==> src/rtl/optical_flow_frame_parser_assert.svh <==
// assertion macros for the optical flow frame parser
// expects clk_i and rst_ni in the scope of the module that includes it
`ifndef OPTICAL_FLOW_FRAME_PARSER_ASSERT_SVH
`define OPTICAL_FLOW_FRAME_PARSER_ASSERT_SVH

// same-cycle implication, ignored while in reset
`define OFP_ASSERT_IMPLY(label, ante, cons) \
  label: assert property (@(posedge clk_i) disable iff (!rst_ni) (ante) |-> (cons)) \
    else $error("frame parser check failed");

// next-cycle implication, ignored while in reset
`define OFP_ASSERT_NEXT(label, ante, cons) \
  label: assert property (@(posedge clk_i) disable iff (!rst_ni) (ante) |=> (cons)) \
    else $error("frame parser check failed");

`endif

==> src/rtl/ofp_pkg.sv <==
// shared types and constants of the optical flow frame parser
// no dependencies
package ofp_pkg;

  localparam int unsigned ByteW      = 8;
  localparam int unsigned PayloadLen = 10;
  localparam int unsigned PosW       = 4;

  typedef logic [ByteW-1:0] byte_t;
  typedef logic [PosW-1:0]  pos_t;

  localparam byte_t HdrFirst  = 8'hFE;
  localparam byte_t HdrSecond = 8'h0A;
  localparam byte_t TailMark  = 8'h55;

  localparam pos_t PosHdr0  = 4'd0;
  localparam pos_t PosHdr1  = 4'd1;
  localparam pos_t PosPay0  = 4'd2;
  localparam pos_t PosCheck = 4'd12;
  localparam pos_t PosTail  = 4'd13;

  // sequencer to datapath
  typedef struct packed {
    logic shift;
    logic emit;
    pos_t pos;
  } ctrl_t;

endpackage

==> src/rtl/optical_flow_frame_parser.sv <==
// optical flow frame parser: takes one received byte per transaction, checks
// 14-byte frames (header FE 0A, ten payload bytes, xor check byte, tail 55) and
// gives one result per good frame. One valid byte is taken every clock cycle unless stalled; the
// payload bytes move down a chain of ten byte cells as they arrive, and the
// running xor and position counter update in the same cycle. A result sits in
// an output register while the next frame's bytes keep flowing in; input is
// stalled only on a tail byte while an earlier result is still held back.
// depends on ofp_pkg, ofp_cell, ofp_seq and optical_flow_frame_parser_assert.svh
module optical_flow_frame_parser
  import ofp_pkg::*;
(
  input  logic               clk_i,
  input  logic               rst_ni,
  input  logic               in_valid_i,
  output logic               in_stall_o,
  input  logic [7:0]         rx_byte_i,
  output logic               out_valid_o,
  input  logic               out_stall_i,
  output logic signed [15:0] flow_x_o,
  output logic signed [15:0] flow_y_o,
  output logic [15:0]        time_span_o,
  output logic [15:0]        distance_o,
  output logic [7:0]         quality_o,
  output logic [7:0]         fw_version_o
);

  ctrl_t ctrl;
  logic  fire;
  byte_t chain [PayloadLen+1];

  logic  out_valid_q, out_valid_d;
  logic [15:0] flow_x_q, flow_y_q, time_span_q, distance_q;
  byte_t quality_q, fw_version_q;

  assign in_stall_o = out_valid_q && out_stall_i && (ctrl.pos == PosTail);
  assign fire       = in_valid_i && !in_stall_o;

  ofp_seq u_seq (
    .clk_i  (clk_i),
    .rst_ni (rst_ni),
    .fire_i (fire),
    .byte_i (rx_byte_i),
    .ctrl_o (ctrl)
  );

  // newest byte enters at the top, after ten shifts cell k holds payload byte k
  assign chain[PayloadLen] = rx_byte_i;

  for (genvar k = 0; k < PayloadLen; k++) begin : g_cell
    ofp_cell u_cell (
      .clk_i   (clk_i),
      .shift_i (ctrl.shift),
      .data_i  (chain[k+1]),
      .data_o  (chain[k])
    );
  end

  always_comb begin
    out_valid_d = out_valid_q;
    if (ctrl.emit) begin
      out_valid_d = 1'b1;
    end else if (!out_stall_i) begin
      out_valid_d = 1'b0;
    end
  end

  always_ff @(posedge clk_i or negedge rst_ni) begin
    if (!rst_ni) begin
      out_valid_q <= 1'b0;
    end else begin
      out_valid_q <= out_valid_d;
    end
  end

  always_ff @(posedge clk_i) begin
    if (ctrl.emit) begin
      flow_x_q     <= {chain[1], chain[0]};
      flow_y_q     <= {chain[3], chain[2]};
      time_span_q  <= {chain[5], chain[4]};
      distance_q   <= {chain[7], chain[6]};
      quality_q    <= chain[8];
      fw_version_q <= chain[9];
    end
  end

  assign out_valid_o  = out_valid_q;
  assign flow_x_o     = signed'(flow_x_q);
  assign flow_y_o     = signed'(flow_y_q);
  assign time_span_o  = time_span_q;
  assign distance_o   = distance_q;
  assign quality_o    = quality_q;
  assign fw_version_o = fw_version_q;

  `include "optical_flow_frame_parser_assert.svh"

  // a result is never made while the previous one is still held back
  `OFP_ASSERT_IMPLY(a_no_overwrite, ctrl.emit, !(out_valid_q && out_stall_i))
  // a result shows on the output the cycle after it is made
  `OFP_ASSERT_NEXT(a_emit_shows, ctrl.emit, out_valid_o)
  // input only stalls behind a held result
  `OFP_ASSERT_IMPLY(a_stall_cause, in_stall_o, out_valid_q && out_stall_i)
  // the frame position never leaves the frame
  `OFP_ASSERT_IMPLY(a_pos_range, 1'b1, ctrl.pos <= PosTail)

endmodule

==> src/rtl/ofp_cell.sv <==
// one byte cell of the payload chain
// depends on ofp_pkg
module ofp_cell
  import ofp_pkg::*;
(
  input  logic  clk_i,
  input  logic  shift_i,
  input  byte_t data_i,
  output byte_t data_o
);

  byte_t data_q, data_d;

  assign data_d = shift_i ? data_i : data_q;

  always_ff @(posedge clk_i) begin
    data_q <= data_d;
  end

  assign data_o = data_q;

endmodule

==> src/rtl/ofp_seq.sv <==
// frame position sequencer with running xor and check byte
// depends on ofp_pkg
module ofp_seq
  import ofp_pkg::*;
(
  input  logic  clk_i,
  input  logic  rst_ni,
  input  logic  fire_i,
  input  byte_t byte_i,
  output ctrl_t ctrl_o
);

  pos_t  pos_q, pos_d;
  byte_t xor_q, xor_d;
  byte_t chk_q, chk_d;
  logic  shift, emit;

  always_comb begin
    pos_d = pos_q;
    xor_d = xor_q;
    chk_d = chk_q;
    shift = 1'b0;
    emit  = 1'b0;
    if (fire_i) begin
      priority if (pos_q == PosHdr0) begin
        pos_d = (byte_i == HdrFirst) ? PosHdr1 : PosHdr0;
      end else if (pos_q == PosHdr1) begin
        if (byte_i == HdrSecond) begin
          xor_d = '0;
          pos_d = PosPay0;
        end else begin
          // a stray first header byte restarts the header
          pos_d = (byte_i == HdrFirst) ? PosHdr1 : PosHdr0;
        end
      end else if (pos_q < PosCheck) begin
        shift = 1'b1;
        xor_d = xor_q ^ byte_i;
        pos_d = pos_q + pos_t'(1);
      end else if (pos_q == PosCheck) begin
        chk_d = byte_i;
        pos_d = PosTail;
      end else begin
        pos_d = PosHdr0;
        emit  = (pos_q == PosTail) && (byte_i == TailMark) && (xor_q == chk_q);
      end
    end
  end

  always_ff @(posedge clk_i or negedge rst_ni) begin
    if (!rst_ni) begin
      pos_q <= PosHdr0;
      xor_q <= '0;
    end else begin
      pos_q <= pos_d;
      xor_q <= xor_d;
    end
  end

  always_ff @(posedge clk_i) begin
    chk_q <= chk_d;
  end

  assign ctrl_o.shift = shift;
  assign ctrl_o.emit  = emit;
  assign ctrl_o.pos   = pos_q;

endmodule

==> config.mk <==
export PLATFORM = sky130hd
export DESIGN_NAME = optical_flow_frame_parser
export DESIGN_NICKNAME = d
export VERILOG_FILES = /design/src/rtl/ofp_pkg.sv /design/src/rtl/optical_flow_frame_parser.sv /design/src/rtl/ofp_cell.sv /design/src/rtl/ofp_seq.sv
export VERILOG_INCLUDE_DIRS = /design/src /design/src/rtl
export SDC_FILE = /design/constraint.sdc
export NUM_CORES = 1
export LEC_CHECK = 0
export ABC_AREA = 1
export BUFFER_PORTS_ARGS = -buffer_cell sky130_fd_sc_hd__buf_2
export CAP_MARGIN = 20
export CORE_MARGIN = 5
export CORE_UTILIZATION = 25
export DETAILED_ROUTE_END_ITERATION = 7
export RECOVER_POWER = 25
export SYNTH_ARGS = -nofsm -noshare
export SYNTH_HDL_FRONTEND = slang
export SYNTH_SLANG_ARGS = --single-unit
==> constraint.sdc <==
create_clock -name clk_i -period 8 [get_ports clk_i]
set_clock_uncertainty 0.1 [all_clocks]
set_input_delay 0.8 -clock clk_i [delete_from_list [all_inputs] [get_ports clk_i]]
set_output_delay 0.8 -clock clk_i [all_outputs]
set_load 0.005 [all_outputs]
==> flow_summary.json <==
{
  "worstSetupStartpoint": "u_seq.pos_q[1]$_DFFE_PN0P_",
  "cp_cell_sequence": "inv_1 > ha_1 > nand3_4 > o21ai_4 > nor2_4 > nand3_1 > clkinv_2 > buf_4",
  "r2r.worst_path.cells": 8,
  "synth-edff-count": 168,
  "critical_path_type": "flop to flop",
  "clock_sinks": 181,
  "max_cap_viol_count": 0,
  "initial_utilization_pct": 25.31,
  "post-route-min-period_ps": 3042,
  "required_arrival_time_at_the_worst_endpoint_ps": 7950,
  "grt_setup_unrepaired": "no",
  "dieHeight_microns": 166.9,
  "grt_util_all_layers_pct": 7.862,
  "crit-reg2reg-launch": "u_seq.pos_q[1]$_DFFE_PN0P_",
  "synth_top_flop_cell": "sky130_fd_sc_hd__edfxtp_1",
  "run_status": "finished clean",
  "wire_per_inst_microns": 13.48,
  "synth_most_common_cell": "sky130_fd_sc_hd__edfxtp_1",
  "clock_latency_reported_for_the_late_side_of_the_worst_skew_pair_ps": 420,
  "synthDominantAreaCellType": "sky130_fd_sc_hd__edfxtp_1",
  "yosysWarnings": 0,
  "post-route-drc-count": 0,
  "hold_class": "input port to async pin",
  "r2r_end": "fw_version_o[3]$_DFFE_PP_",
  "setup_total_negative_slack_ps": 0,
  "termination_of_the_worst_setup_path": "fw_version_o[3]$_DFFE_PP_",
  "kind_of_launch_point_of_the_worst_setup_path": "flop",
  "post_synth.cell_area_avg_sq_um": 18.27,
  "rrSetupSlack_ps": 4960,
  "antenna_found_initial": 0,
  "fmax_ghz": 0.3287,
  "largest_buffer_count_on_any_clock_path": 2,
  "vias_per_cell": 3.813,
  "cts.hold.buffers_added": 0,
  "async_reset_ff_share_pct": 7.182,
  "syn_inst": 337,
  "antenna_cells": 0,
  "die_width_microns": 166.9,
  "cts_buffers": 17,
  "flow.area_growth_from_synthesis_pct": 24.86,
  "max-vdd-ir-drop_uv": 156.8,
  "synth.ff_latch_count": 181,
  "worstPathMaxFanout": 65,
  "drtIter0Drc": 288,
  "powerDensity_nw_per_um2": 330.4,
  "wire_length_of_the_first_global_routing_pass_mm": 17.04,
  "numPortBuffers": 93,
  "place_worst_setup_slack_ps": 4734,
  "finalWirelength_mm": 10.61,
  "final-max-slew-violation-count": 0,
  "timing.critical_path.slowest_stage_cell": "sky130_fd_sc_hd__buf_4",
  "drive_above_1_share_pct": 30.02,
  "setup_viol": 0,
  "final_hold_vio_count": 0,
  "power.static_leakage_nw": 2.843,
  "ios": 94,
  "cts_tree": "yes",
  "netlist-cell-type-count": 26,
  "first_global_vias": 3053,
  "std_cell_rows": 57,
  "worst_max_slew_margin_expressed_relative_to_the_limit_pct": 44.95,
  "ant_nets": 0,
  "slowest_delay_ps": 690,
  "worst_slack_ps": 4958,
  "post-cts-setup-buffer-count": 0,
  "route.vias.total": 3001,
  "die-area_sq_um": 27860,
  "finalWeightedCongestion": 0.7778,
  "synth_fp_nets": 352,
  "crit_arrival_ps": 2990,
  "worst_slew_pin_slew_ps": 825.8,
  "dp_hpwl_mm": 7.340,
  "finalNetCount": 465,
  "grt_max_degree": 66,
  "yosysSeqAreaShare_pct": 87.24,
  "core_region_area_sq_um": 24320,
  "clk_transition_reported_paths_ps": 80,
  "synth_area_sq_um": 6156,
  "synth.top_cells.by_area": "sky130_fd_sc_hd__edfxtp_1, sky130_fd_sc_hd__dfrtp_1, sky130_fd_sc_hd__nand2_1, sky130_fd_sc_hd__inv_1, sky130_fd_sc_hd__nor2_1",
  "synth_top_area_share_pct": 81.95,
  "clock_tree.root_cell": "sky130_fd_sc_hd__clkbuf_16",
  "synth_common_cells": "sky130_fd_sc_hd__edfxtp_1, sky130_fd_sc_hd__nand2_1, sky130_fd_sc_hd__inv_1, sky130_fd_sc_hd__nor2_1, sky130_fd_sc_hd__dfrtp_1",
  "cts_resized": 0,
  "period_share_pct": 38.03,
  "drt_pass1_iterations": 4,
  "h-tree-depth": 4,
  "gr-total-overflow": 0,
  "end_kind": "flop"
}
## state kept, by name, summed over array words and instances (netlist names)
register,count
distance_o,16
flow_x_o,16
flow_y_o,16
fw_version_o,8
g_cell.u_cell.data_o,80
out_valid_o,1
quality_o,8
time_span_o,16
u_seq.chk_q,8
u_seq.pos_q,4
u_seq.xor_q,8
## area by class of cell
class / instances / area, sq um
Sequential cell: 181 / 5370
Tap cell: 324 / 405.4
Fill cell: 2352 / 16630
Inverter: 25 / 95.09
Clock inverter: 15 / 216.5
Clock buffer: 17 / 425.4
Timing Repair Buffer: 97 / 494.2
Multi-Input combinational cell: 128 / 679.4
## worst max-delay path: cells and delay by family (launching register included)
kind,cells,cell delay [ps]
AO/OA/AOI/OAI,1,110
flip-flops,1,440
adder cells (fa/ha/maj),1,250
AND/OR/NAND/NOR,3,640
buffers and inverters,3,1080
## logic make-up after synthesis
kind of cell               after synthesis  synth area share [%]
AOI/OAI and AO/OA                        9                0.9146
xor gates and xnor gates                 8                 1.138
adders and majority gates                3                0.6098
buffers and inverters                   28                 1.911
DFF                                    181                 87.24
and+or+nand+nor                        108                 8.191
## cell usage in the layout (no fill, tap or decap), types with 5 or more instances in the layout
cell	n
sky130_fd_sc_hd__edfxtp_1	168
sky130_fd_sc_hd__buf_2	92
sky130_fd_sc_hd__nand2_1	60
sky130_fd_sc_hd__inv_1	24
sky130_fd_sc_hd__nor2_1	20
sky130_fd_sc_hd__clkbuf_16	17
sky130_fd_sc_hd__dfrtp_1	13
sky130_fd_sc_hd__nand3b_1	9
sky130_fd_sc_hd__clkinv_8	8
sky130_fd_sc_hd__o21ai_0	7
sky130_fd_sc_hd__nand3_1	7
sky130_fd_sc_hd__xor2_1	5
## worst min-delay path by stage
| stage | to | slack (ps) | depth (start not counted) |
|---|---|---|---|
| after floorplan | flow_x_o[0]$_DFFE_PP_ | 300 | 0 |
| after global placement | flow_x_o[0]$_DFFE_PP_ | 300 | 0 |
| after detailed placement | flow_x_o[0]$_DFFE_PP_ | 310 | 0 |
| after CTS | out_valid_o$_DFFE_PN0P_ | 140 | 1 |
| after global routing | flow_x_o[6]$_DFFE_PP_ | 350 | 0 |
| final | out_valid_o$_DFFE_PN0P_ | 310 | 1 |
## metal layers
metal | up-vias | share of wire (%) | routed length, microns | global-route usage [%]
met3 | 9 | 6.8 | 723 | 3.176
met2 | 101 | 47 | 4985 | 12.08
met5 | - | 0 | 0 | 0
li1 | 1440 | - | - | -
met4 | 0 | 0.78 | 83 | 2.348
met1 | 1451 | 45 | 4814 | 10.28
## stage by stage
step	std cells	power [mW]	util (%)	cell area, sq um	hold slack, ps
after floorplan	337	1.636	-	6156	300.3
after global placement	754	1.698	28.94	7038	304.5
after detailed placement	755	1.726	28.97	7046	305.4
after CTS	787	2.581	31.61	7687	141.0
after global routing	787	2.683	31.60	7686	345.5
final	787	2.540	31.60	7686	314.9
## power by group
group / switching [mW] / total [mW] / internal [mW] / leakage [nW]
Sequential: 0.0943 / 1.40 / 1.31 / 1.70
Clock: 0.413 / 0.848 / 0.436 / 0.306
Combinational: 0.209 / 0.290 / 0.0809 / 0.832
Total: 0.716 / 2.54 / 1.82 / 2.84
(Power assumes the default switching activity.)
